$ cat src/design/rvpd_pkg.sv
// Package for the RISC-V instruction predecoder: opcodes, flow kind codes,
// length codes and the decode result struct. No dependencies.
`timescale 1ns / 1ps

package rvpd_pkg;

    localparam int AddrWidth = 64;
    localparam int WordWidth = 32;

    // Major opcodes of the 32-bit encodings
    localparam logic [6:0] OPC_JAL    = 7'h6F;
    localparam logic [6:0] OPC_JALR   = 7'h67;
    localparam logic [6:0] OPC_BRANCH = 7'h63;
    localparam logic [6:0] OPC_LOAD   = 7'h03;
    localparam logic [6:0] OPC_STORE  = 7'h23;
    localparam logic [6:0] OPC_OPIMM  = 7'h13;
    localparam logic [6:0] OPC_OPIMMW = 7'h1B;
    localparam logic [6:0] OPC_OP     = 7'h33;
    localparam logic [6:0] OPC_OPW    = 7'h3B;
    localparam logic [6:0] OPC_SYSTEM = 7'h73;
    localparam logic [6:0] OPC_MISC   = 7'h0F;
    localparam logic [6:0] OPC_LUI    = 7'h37;
    localparam logic [6:0] OPC_AUIPC  = 7'h17;

    // Flow kinds
    localparam logic [2:0] KIND_OTHER  = 3'd0;
    localparam logic [2:0] KIND_CALL   = 3'd1;
    localparam logic [2:0] KIND_JUMP   = 3'd2;
    localparam logic [2:0] KIND_BRANCH = 3'd3;
    localparam logic [2:0] KIND_RETURN = 3'd4;

    // Instruction lengths in bytes
    localparam logic [2:0] LEN_NONE = 3'd0;
    localparam logic [2:0] LEN_HALF = 3'd2;
    localparam logic [2:0] LEN_FULL = 3'd4;

    typedef struct packed {
        logic                 legal;
        logic [2:0]           insn_length;
        logic [2:0]           flow_kind;
        logic [AddrWidth-1:0] branch_target;
        logic                 target_known;
    } pd_result_t;

endpackage

$ cat src/design/rvpd_decode.sv
// Combinational predecode of one fetch word: length, legality, flow kind
// and target. Depends on rvpd_pkg.
`timescale 1ns / 1ps

module rvpd_decode (
    input  logic [rvpd_pkg::WordWidth-1:0] word,
    input  logic [2:0]                     avail,
    input  logic [rvpd_pkg::AddrWidth-1:0] addr,
    input  logic                           rv64,
    output rvpd_pkg::pd_result_t           result
);

    localparam int ADDR_WIDTH = rvpd_pkg::AddrWidth;

    logic [15:0] hw;
    logic [1:0]  cq;
    logic [2:0]  cf3;
    logic [4:0]  crd;
    logic [4:0]  crs2;
    logic [1:0]  cf2;
    logic        cb12;
    logic [11:0] coffj;
    logic [8:0]  coffb;
    logic        leg16;
    logic [2:0]  kind16;
    logic        known16;
    logic [ADDR_WIDTH-1:0] off16;

    logic [6:0]  opc;
    logic [4:0]  rd;
    logic [2:0]  f3;
    logic [4:0]  rs1;
    logic [6:0]  f7;
    logic [5:0]  f6;
    logic [11:0] immi;
    logic [12:0] offb;
    logic [20:0] offj;
    logic        leg32;
    logic [2:0]  kind32;
    logic        known32;
    logic        abs32;
    logic [ADDR_WIDTH-1:0] off32;

    logic        compressed;
    logic        ge2;
    logic        ge4;
    logic        leg;
    logic        known;
    logic [ADDR_WIDTH-1:0] base;
    logic [ADDR_WIDTH-1:0] offset;
    logic [ADDR_WIDTH-1:0] target;

    assign hw    = word[15:0];
    assign cq    = hw[1:0];
    assign cf3   = hw[15:13];
    assign crd   = hw[11:7];
    assign crs2  = hw[6:2];
    assign cf2   = hw[11:10];
    assign cb12  = hw[12];
    assign coffj = {hw[12], hw[8], hw[10], hw[9], hw[6], hw[7], hw[2], hw[11], hw[5:3], 1'b0};
    assign coffb = {hw[12], hw[6:5], hw[2], hw[11:10], hw[4:3], 1'b0};

    // Compressed quadrants
    always_comb
    begin
        leg16   = 1'b0;
        kind16  = rvpd_pkg::KIND_OTHER;
        known16 = 1'b0;
        off16   = {ADDR_WIDTH{1'b0}};
        unique case (cq)
            2'd0:
            begin
                unique case (cf3)
                    3'd0:        leg16 = (hw[12:5] != 8'd0);
                    3'd2, 3'd6:  leg16 = 1'b1;
                    3'd3, 3'd7:  leg16 = rv64;
                    default:     leg16 = 1'b0;
                endcase
            end
            2'd1:
            begin
                unique case (cf3)
                    3'd0, 3'd2:  leg16 = 1'b1;
                    3'd1:
                    begin
                        if (rv64)
                        begin
                            leg16 = (crd != 5'd0);
                        end
                        else
                        begin
                            // c.jal exists only in RV32
                            leg16   = 1'b1;
                            kind16  = rvpd_pkg::KIND_CALL;
                            known16 = 1'b1;
                            off16   = {{(ADDR_WIDTH-12){coffj[11]}}, coffj};
                        end
                    end
                    3'd3:        leg16 = (crd != 5'd0) && (cb12 || (hw[6:2] != 5'd0));
                    3'd4:
                    begin
                        if (!cf2[1])
                        begin
                            leg16 = rv64 || !cb12;
                        end
                        else if (cf2 == 2'd2)
                        begin
                            leg16 = 1'b1;
                        end
                        else if (!cb12)
                        begin
                            leg16 = 1'b1;
                        end
                        else
                        begin
                            leg16 = rv64 && !hw[6];
                        end
                    end
                    3'd5:
                    begin
                        leg16   = 1'b1;
                        kind16  = rvpd_pkg::KIND_JUMP;
                        known16 = 1'b1;
                        off16   = {{(ADDR_WIDTH-12){coffj[11]}}, coffj};
                    end
                    default:
                    begin
                        leg16   = 1'b1;
                        kind16  = rvpd_pkg::KIND_BRANCH;
                        known16 = 1'b1;
                        off16   = {{(ADDR_WIDTH-9){coffb[8]}}, coffb};
                    end
                endcase
            end
            default:
            begin
                unique case (cf3)
                    3'd0:  leg16 = (crd != 5'd0) && (rv64 || !cb12);
                    3'd2:  leg16 = (crd != 5'd0);
                    3'd3:  leg16 = rv64 && (crd != 5'd0);
                    3'd4:
                    begin
                        if (!cb12)
                        begin
                            if (crs2 == 5'd0)
                            begin
                                // c.jr; rd x0 is reserved
                                leg16  = (crd != 5'd0);
                                kind16 = (crd == 5'd1) ? rvpd_pkg::KIND_RETURN
                                                       : rvpd_pkg::KIND_JUMP;
                            end
                            else
                            begin
                                leg16 = 1'b1;
                            end
                        end
                        else
                        begin
                            leg16 = 1'b1;
                            if (crs2 == 5'd0 && crd != 5'd0)
                            begin
                                kind16 = rvpd_pkg::KIND_CALL;
                            end
                        end
                    end
                    3'd6:  leg16 = 1'b1;
                    3'd7:  leg16 = rv64;
                    default: leg16 = 1'b0;
                endcase
            end
        endcase
    end

    assign opc  = word[6:0];
    assign rd   = word[11:7];
    assign f3   = word[14:12];
    assign rs1  = word[19:15];
    assign f7   = word[31:25];
    assign f6   = word[31:26];
    assign immi = word[31:20];
    assign offb = {word[31], word[7], word[30:25], word[11:8], 1'b0};
    assign offj = {word[31], word[19:12], word[20], word[30:21], 1'b0};

    // Full-width encodings
    always_comb
    begin
        leg32   = 1'b0;
        kind32  = rvpd_pkg::KIND_OTHER;
        known32 = 1'b0;
        abs32   = 1'b0;
        off32   = {ADDR_WIDTH{1'b0}};
        unique case (opc)
            rvpd_pkg::OPC_LUI, rvpd_pkg::OPC_AUIPC:  leg32 = 1'b1;
            rvpd_pkg::OPC_JAL:
            begin
                leg32   = 1'b1;
                kind32  = (rd == 5'd0) ? rvpd_pkg::KIND_JUMP : rvpd_pkg::KIND_CALL;
                known32 = 1'b1;
                off32   = {{(ADDR_WIDTH-21){offj[20]}}, offj};
            end
            rvpd_pkg::OPC_JALR:
            begin
                leg32 = (f3 == 3'd0);
                if (rs1 == 5'd0)
                begin
                    // base x0: immediate is an absolute target
                    kind32  = rvpd_pkg::KIND_JUMP;
                    known32 = 1'b1;
                    abs32   = 1'b1;
                    off32   = {{(ADDR_WIDTH-12){immi[11]}}, immi};
                end
                else if (rd == 5'd0 && rs1 == 5'd1)
                begin
                    kind32 = rvpd_pkg::KIND_RETURN;
                end
                else if (rd == 5'd1)
                begin
                    kind32 = rvpd_pkg::KIND_CALL;
                end
                else
                begin
                    kind32 = rvpd_pkg::KIND_JUMP;
                end
            end
            rvpd_pkg::OPC_BRANCH:
            begin
                leg32   = (f3 != 3'd2) && (f3 != 3'd3);
                kind32  = rvpd_pkg::KIND_BRANCH;
                known32 = 1'b1;
                off32   = {{(ADDR_WIDTH-13){offb[12]}}, offb};
            end
            rvpd_pkg::OPC_LOAD:
            begin
                if (f3 == 3'd7)
                begin
                    leg32 = 1'b0;
                end
                else if (f3 == 3'd3 || f3 == 3'd6)
                begin
                    leg32 = rv64;
                end
                else
                begin
                    leg32 = 1'b1;
                end
            end
            rvpd_pkg::OPC_STORE:  leg32 = (f3 < 3'd3) || (f3 == 3'd3 && rv64);
            rvpd_pkg::OPC_OPIMM:
            begin
                if (f3 == 3'd1)
                begin
                    leg32 = rv64 ? (f6 == 6'h00) : (f7 == 7'h00);
                end
                else if (f3 == 3'd5)
                begin
                    leg32 = rv64 ? (f6 == 6'h00 || f6 == 6'h10)
                                 : (f7 == 7'h00 || f7 == 7'h20);
                end
                else
                begin
                    leg32 = 1'b1;
                end
            end
            rvpd_pkg::OPC_OPIMMW:
            begin
                if (f3 == 3'd0)
                begin
                    leg32 = rv64;
                end
                else if (f3 == 3'd1)
                begin
                    leg32 = rv64 && (f7 == 7'h00);
                end
                else if (f3 == 3'd5)
                begin
                    leg32 = rv64 && (f7 == 7'h00 || f7 == 7'h20);
                end
                else
                begin
                    leg32 = 1'b0;
                end
            end
            rvpd_pkg::OPC_OP:
            begin
                leg32 = (f7 == 7'h00) || (f7 == 7'h01) ||
                        (f7 == 7'h20 && (f3 == 3'd0 || f3 == 3'd5));
            end
            rvpd_pkg::OPC_OPW:
            begin
                if (f7 == 7'h01)
                begin
                    leg32 = rv64 && (f3 == 3'd0 || f3 >= 3'd4);
                end
                else if (f7 == 7'h00)
                begin
                    leg32 = rv64 && (f3 == 3'd0 || f3 == 3'd1 || f3 == 3'd5);
                end
                else if (f7 == 7'h20)
                begin
                    leg32 = rv64 && (f3 == 3'd0 || f3 == 3'd5);
                end
                else
                begin
                    leg32 = 1'b0;
                end
            end
            rvpd_pkg::OPC_MISC:    leg32 = (f3 <= 3'd1);
            rvpd_pkg::OPC_SYSTEM:  leg32 = (f3 == 3'd0) ? (rs1 == 5'd0) : (f3 != 3'd4);
            default:               leg32 = 1'b0;
        endcase
    end

    assign compressed = (word[1:0] != 2'b11);
    assign ge2        = (avail >= 3'd2);
    assign ge4        = (avail >= 3'd4);

    assign leg    = compressed ? (ge2 && leg16) : (ge4 && leg32);
    assign known  = leg && (compressed ? known16 : known32);
    assign base   = (!compressed && abs32) ? {ADDR_WIDTH{1'b0}} : addr;
    assign offset = compressed ? off16 : off32;
    assign target = base + offset;

    always_comb
    begin
        result.legal = leg;
        if (compressed)
        begin
            result.insn_length = ge2 ? rvpd_pkg::LEN_HALF : rvpd_pkg::LEN_NONE;
        end
        else
        begin
            result.insn_length = ge4 ? rvpd_pkg::LEN_FULL : rvpd_pkg::LEN_NONE;
        end
        if (leg)
        begin
            result.flow_kind = compressed ? kind16 : kind32;
        end
        else
        begin
            result.flow_kind = rvpd_pkg::KIND_OTHER;
        end
        result.target_known  = known;
        result.branch_target = known ? target : {ADDR_WIDTH{1'b0}};
    end

endmodule

$ cat src/design/riscv_instruction_predecoder.sv
// Top level of the RISC-V instruction predecoder: input register, decode,
// result register and the rv64_mode register. Depends on rvpd_pkg, rvpd_decode.
`timescale 1ns / 1ps

// One fetch word is taken on every clock edge with start high; busy never
// rises, so a new word may follow each cycle. The decode of a word sits
// between the input register and the result register, which puts its result
// on the result ports with done high, for one cycle only. The receiver
// cannot stall: take every result beat in the cycle that done marks it.
// rv64_mode resets to 1 and is written by cfg_write_en with cfg_write_data;
// write it only while no word is in flight.
module riscv_instruction_predecoder (
    input  logic                           clk,
    input  logic                           rst_n,
    input  logic                           start,
    output logic                           busy,
    input  logic [rvpd_pkg::WordWidth-1:0] fetch_word,
    input  logic [2:0]                     bytes_available,
    input  logic [rvpd_pkg::AddrWidth-1:0] fetch_address,
    input  logic                           cfg_write_en,
    input  logic                           cfg_write_data,
    output logic                           done,
    output logic                           legal,
    output logic [2:0]                     insn_length,
    output logic [2:0]                     flow_kind,
    output logic [rvpd_pkg::AddrWidth-1:0] branch_target,
    output logic                           target_known
);

    logic                           rv64_mode_reg;
    logic                           in_valid_reg;
    logic [rvpd_pkg::WordWidth-1:0] word_reg;
    logic [2:0]                     avail_reg;
    logic [rvpd_pkg::AddrWidth-1:0] addr_reg;
    logic                           out_valid_reg;
    rvpd_pkg::pd_result_t           result_next;
    rvpd_pkg::pd_result_t           result_reg;

    assign busy = 1'b0;

    always_ff @(posedge clk or negedge rst_n)
    begin
        if (!rst_n)
        begin
            rv64_mode_reg <= 1'b1;
            in_valid_reg  <= 1'b0;
            out_valid_reg <= 1'b0;
        end
        else
        begin
            if (cfg_write_en)
            begin
                rv64_mode_reg <= cfg_write_data;
            end
            in_valid_reg  <= start && !busy;
            out_valid_reg <= in_valid_reg;
        end
    end

    // Payload registers: load on every beat, no reset
    always_ff @(posedge clk)
    begin
        if (start && !busy)
        begin
            word_reg  <= fetch_word;
            avail_reg <= bytes_available;
            addr_reg  <= fetch_address;
        end
        if (in_valid_reg)
        begin
            result_reg <= result_next;
        end
    end

    rvpd_decode u_decode (
        .word   (word_reg),
        .avail  (avail_reg),
        .addr   (addr_reg),
        .rv64   (rv64_mode_reg),
        .result (result_next)
    );

    assign done          = out_valid_reg;
    assign legal         = result_reg.legal;
    assign insn_length   = result_reg.insn_length;
    assign flow_kind     = result_reg.flow_kind;
    assign branch_target = result_reg.branch_target;
    assign target_known  = result_reg.target_known;

endmodule

$ cat config.mk
export PLATFORM = sky130hd
export DESIGN_NAME = riscv_instruction_predecoder
export DESIGN_NICKNAME = d
export VERILOG_FILES = /design/src/design/rvpd_pkg.sv /design/src/design/rvpd_decode.sv /design/src/design/riscv_instruction_predecoder.sv
export SDC_FILE = /design/constraint.sdc
export NUM_CORES = 1
export LEC_CHECK = 0
export BUFFER_PORTS_ARGS = -buffer_cell sky130_fd_sc_hd__buf_2
export CORE_UTILIZATION = 59
export CTS_BUF_LIST = sky130_fd_sc_hd__clkbuf_4 sky130_fd_sc_hd__clkbuf_8
export DETAILED_ROUTE_END_ITERATION = 16
export PLACE_DENSITY = 0.89
export SLEW_MARGIN = 20
export SYNTH_ARGS = -nofsm -noshare
export SYNTH_HDL_FRONTEND = slang
export SYNTH_SLANG_ARGS = --single-unit
$ cat constraint.sdc
create_clock -name clk -period 5.9 [get_ports clk]
set_input_delay 1.475 -clock clk [delete_from_list [all_inputs] [get_ports clk]]
set_output_delay 1.475 -clock clk [all_outputs]
set_load 0.02 [all_outputs]
=== Word-level counts from Yosys, hierarchy flattened ===
Cells that the tools add are included.

* Memory bits (writable): 0
* Output and inout bits: 74
* Register bits: 174
* Memory bits (read-only): 0
* Input port bits: 104
* Bits in latches: 0
* Memories kept: 0

* Divide/modulo/power cells: 0
* Multipliers: 0
* Muxes and demuxes: 56
* Reduce and logical (&&, ||, !) cells: 49
* Equal/unequal tests: 36
* Shift-type cells: 0
* $lt $le $gt $ge: 5
* Bitwise logic cells: 0
* Add/subtract/negate cells: 1

{| class="wikitable"
|+ Operators with widths
! cell !! count
|-
| 64-bit one-hot mux with 3 select lines || 2
|-
| 64-bit two-way mux || 5
|-
| 64-bit adder || 1
|-
| 7-bit by 6-bit == test with 1-bit output, second input constant || 5
|-
| 7-bit == test, second input constant || 4
|-
| 1-bit two-way mux || 27
|-
| 3-bit two-way mux || 9
|-
| 3-bit == test, second input constant || 7
|-
| 7-bit by 5-bit == test with 1-bit output, second input constant || 3
|-
| 1-bit logical AND || 18
|-
| 3-bit one-hot mux with 3 select lines || 2
|-
| 5-bit zero test || 3
|-
| 1-bit logical OR || 12
|-
| 1-bit one-hot mux with 11 select lines || 1
|-
| 5-bit by 1-bit == test with 1-bit output, second input constant || 2
|-
| 5-bit nonzero test || 2
|-
| 3-bit by 2-bit == test with 1-bit output, second input constant || 3
|-
| 8-bit nonzero test || 1
|-
| 7-bit by 1-bit == test with 1-bit output, second input constant || 1
|-
| 7-bit by 2-bit == test with 1-bit output, second input constant || 1
|-
| 7-bit by 4-bit == test with 1-bit output, second input constant || 1
|-
| 7-bit zero test || 1
|-
| 3-bit by 1-bit == test with 1-bit output, second input constant || 2
|-
| 6-bit by 5-bit == test with 1-bit output, second input constant || 1
|-
| other kinds (21) || 33
|}

=== Longest topological paths before layout ===
* Depth after elaboration: 10
* Gate-level depth with buffers: 21

=== Hierarchy ===
From an unflattened synthesis, not the netlist that was laid out.

* Cell total of the unflattened synthesis: 1075
* Area total of the unflattened synthesis: 10904.2 sq um

{| class="wikitable"
|+ By module, submodules not included
! module !! cells each !! instances !! area each (sq um) !! seq. area each (sq um)
|-
| rvpd_decode || 898 || 1 || 5666.7 || 0.0
|-
| riscv_instruction_predecoder || 177 || 1 || 5237.5 || 5211.2
|}

=== Worst setup path before layout ===
OpenSTA, ideal clock, no wires.

* Path kind: flip-flop to flip-flop
* Start point: reg word_reg[6] (netlist name)
* End point: reg result_reg (netlist bit branch_target[63]), data pin
* Period minus slack after synthesis: 5.299 ns
* Data required time: 5.646 ns
* Arrival: 5.045 ns
* Cell stages (with the launch flop): 21
* Path buffers: 2
* Path slack: 0.601 ns
* Cells stage by stage: edfxtp_1 clkbuf_1 nand2_1 nor3_1 nand2_1 or3_1 nand3_1 nand2_1 nand2_1 ha_1 clkbuf_1 a21o_1 a21oi_1 nor2b_1 o41a_1 a221oi_1 a21boi_2 o31ai_1 a221oi_1 xor2_1 nor2_1

* Longest elaborated chain between the ends: 10

{| class="wikitable"
|+ Ends and longest elaborated chain
! element !! line !! RTL
|-
| start, declared || riscv_instruction_predecoder.sv:32 || <nowiki>logic [rvpd_pkg::WordWidth-1:0] word_reg;</nowiki>
|-
| start signal, assigned || riscv_instruction_predecoder.sv:65 || <nowiki>word_reg <= fetch_word;</nowiki>
|-
| parallel branches: the longest is 10 deep, another holds 64-bit adder || n/a ||
|-
| end signal, assigned || riscv_instruction_predecoder.sv:71 || <nowiki>result_reg <= result_next;</nowiki>
|-
| end, declared || riscv_instruction_predecoder.sv:37 || <nowiki>rvpd_pkg::pd_result_t result_reg;</nowiki>
|}

Parallel ways; which one is timed is not known.
A chain may end at the register's enable or synchronous reset.

=== Worst setup path after layout ===
* Start point: reg word_reg[0] (netlist name)
* End point: reg result_reg (netlist bit branch_target[61]), data pin

* Longest elaborated chain between the ends: 6

{| class="wikitable"
|+ Ends and longest elaborated chain
! element
|-
| parallel branches: the longest is 6 deep, another holds 64-bit adder
|}

Parallel ways; which one is timed is not known.

==> results.ini <==
[sta]
hold_slack_ns=0.612
fin_crit_sh_pct=91.9
finalSetupTns_ns=0
skew_ns=0.0184
drv_slew=0
max_clock_freq_mhz=184
slew_headroom_pct=44.2
finalHoldViolations=0
worst_pin_slew_ns=0.830
setup_viol=0
finalCriticalPeriod_ns=5.42
rsz0062_at_grt=false

[floorplanning]
die_w_um=135
core_um2=17300
io_pins=178
row_count=48
dieArea_um2=18300
fp.dieH_um=135
initial_core_util_pct=60.5

[pwr]
seq_power_share_pct=50.9
power_leakage_nw=4.94
p_sw_w=0.000897
clkPwrFrac_pct=27.8
p_sw_share_pct=30.6
ir_drop_uv=167
combPwrFrac_pct=21.3
power.internal_w=0.00203
power.density_nw_per_um2=246

[finish]
drive_gt1_share_pct=22.7
fin_nets=1317
syn_to_final_growth_pct=13.5
postLayoutCellArea_um2=11900
fillCellCount=1312
antenna_cells=0
regArea_um2=5150
multi_input_area_um2=5000

[setup_path]
crit_path_start=word_reg[0]$_DFFE_PP_
path_cells=nand2_1 > nor3_2 > nand2_1 > or3_1 > nand3_1 > buf_4 > nand2_1 > o21ai_0 > ha_1 > nand3_1 > nor3_1 > nor2_1 > o21ai_1 > a31o_2 > a21boi_2 > o311a_1 > o311ai_2 > xnor2_1 > nor2_1
ff2ff_path_depth=19
rrSetupSlack_ns=0.48
path_common_cell=nand2_1
worstPathRequired_ns=6.10
critPathArrivalTime_ns=5.62
end_kind=flip-flop
start_kind=flip-flop
r2r_start=word_reg[0]$_DFFE_PP_
slowest_delay_ns=0.59
critPathSlowestCell=or3_1
critical_path_class=flip-flop to flip-flop
worst-path-max-fanout=14

[grt]
grt_pass1_vias=7764
grt.overflow.total=0
grt_max_degree=57
grt_usage_pct=26.7
grt_pass1_wl_um=37600
antenna_found_initial=0

[clock_network]
postCtsSetupBuffers=0
cts_root_buffer=clkbuf_8
clkTransAtPathRegs_ns=0.10
h-tree-depth=4
clockBufferDepth=2
cts_tree=built
hold_buffers=0
cts_inserted_buffers=17
clkLatencyLatePin_ns=0.48
clock-sinks=172

[min_path]
min_path_type=flip-flop to flip-flop
hold_start=avail_reg[1]$_DFFE_PP_
holdPathStages=1

[logic_synthesis]
ys_warn_count=0
yosysSeqAreaShare_pct=49.2
synth_edf_count=169
avgSynthCellArea_um2=10.6
ys_ff_latch=172
syn_area_um2=10500
yosys_most_used_dff=edfxtp_1
ys_types=77
async_flop_share_pct=1.74
syn-instance-count=989

[flow_run]
maxCapViolCount=0

[drt]
drc=0
drt_iter0_markers=882
drtAntennaViolNets=0
vias=8298
wl_um=24000
via_per_inst=5.98
firstDrtPassIters=8
wl_per_cell_um=17.3

[placed_design]
dp_hpwl_um=18100
gp_congestion=0.927
placed_area_um2=11500
portBuffers=174

[status]
status=finished clean

logic make-up after synthesis:
group,after synthesis,share of synthesized area (%)
DFF,172,49.2
adders and majority gates,65,7.83
other,1,0.0358
AOI/OAI and AO/OA,265,17.6
muxes,1,0.0956
and+or+nand+nor,355,17.1
buffers and inverters,70,3.14
xor gates and xnor gates,60,5.02
repair_timing:
| item | CTS | global route |
|---|---|---|
| hold endpoints to repair | 0 | 0 |
| gates resized for setup | 0 | 1 |
| setup endpoints to repair | 0 | 5 |
cells in the final DEF, fill, tap and decap left out, types with 4 or more instances in the layout:
cell type  Yosys  layout
a211oi_1       9       9
a21boi_0       5       5
a21o_1        40      40
a21oi_1       63      63
a221oi_1       4       4
a311oi_1       4       4
a31o_2         4       4
a31oi_1       11      11
and2_1        68      68
and3_1         9       9
buf_2         11     173
buf_4          2      12
clkbuf_8       0      17
edfxtp_1     169     169
ha_1          63      63
inv_1         24      24
inv_6          0       4
nand2_1       76      76
nand2b_1       9       9
nand3_1       21      21
nand4_1       15      15
nor2_1        87      87
nor2_2        19      19
nor2b_1        8       8
nor3_1        18      17
nor3b_1        4       4
nor4_1         4       4
o211ai_1       5       5
o21a_1        13      13
o21ai_0       54      54
o21bai_1       8       8
o31ai_1        5       5
or3_1          6       6
xnor2_1       34      34
xor2_1        26      26
worst max-delay path: cells and delay by family (launching register included):
family | cells | cell delay, ns
xor gates and xnor gates | 1 | 0.17
AOI/OAI and AO/OA | 6 | 1.63
and+or+nand+nor | 10 | 2.29
adders and majority gates | 1 | 0.34
buffers and inverters | 1 | 0.18
DFF | 1 | 0.54
final timing paths:
check | endpoint
max in group asynchronous | rv64_mode_reg$_DFFE_PN1P_
min | insn_length[1]$_SDFFCE_PP0P_
max reg2reg | branch_target[61]$_SDFFCE_PN0P_
min in group asynchronous | done$_DFF_PN0_
min reg2reg | insn_length[1]$_SDFFCE_PP0P_
max | branch_target[61]$_SDFFCE_PN0P_
metal layers:
metal / wire [um] / GRT usage [%] / share of wire (%) / vias to the layer above
li1: - / - / - / 4000
met5: 0 / 0 / 0 / -
met4: 646 / 10.5 / 2.7 / 0
met2: 11600 / 45.2 / 48 / 386
met1: 10000 / 34.5 / 42 / 3854
met3: 1690 / 3.82 / 7.0 / 58
synth_stat cells, types with 13 or more instances:
library cell / number / area share [%]
and2_1: 68 / 4.1
o21ai_0: 54 / 2.6
a21o_1: 40 / 2.9
xnor2_1: 34 / 2.8
inv_1: 24 / 0.86
nor2_1: 87 / 3.1
nand3_1: 21 / 1.0
clkbuf_1: 25 / 0.90
xor2_1: 26 / 2.2
nor3_1: 18 / 0.86
nand2_1: 76 / 2.7
ha_1: 63 / 7.5
nand4_1: 15 / 0.90
o21a_1: 13 / 0.93
edfxtp_1: 169 / 48
nor2_2: 19 / 1.1
a21oi_1: 63 / 3.0
per-stage QoR:
step           util [%]  worst slack, ns  total power, W  std cells
2_1_floorplan         -            0.601         0.00195        990
3_3_place_gp       66.4            0.476         0.00211       1355
3_5_place_dp       66.4            0.440         0.00213       1355
4_1_cts            68.6            0.403         0.00293       1387
5_1_grt            68.7            0.146         0.00304       1387
6_report           68.7            0.476         0.00293       1387
power by group through the flow:
stage / registers (W) / logic (W) / clock network (W)
global route: 0.00150 / 0.000680 / 0.000863
floorplan: 0.00154 / 0.000410 / 0
global placement: 0.00151 / 0.000595 / 0
CTS: 0.00149 / 0.000616 / 0.000824
detailed placement: 0.00152 / 0.000612 / 0
finish: 0.00149 / 0.000622 / 0.000814
area by class of cell:
class                   instances  share of cell area, %
clock buffers                  17                   1.97
clock inverters                15                   1.33
inverters                      25                  0.790
multi-input cells             748                   42.1
flip-flops and latches        172                   43.4
well taps                     225                   2.37
repair buffers                185                   8.05
(Power assumes the default switching activity.)
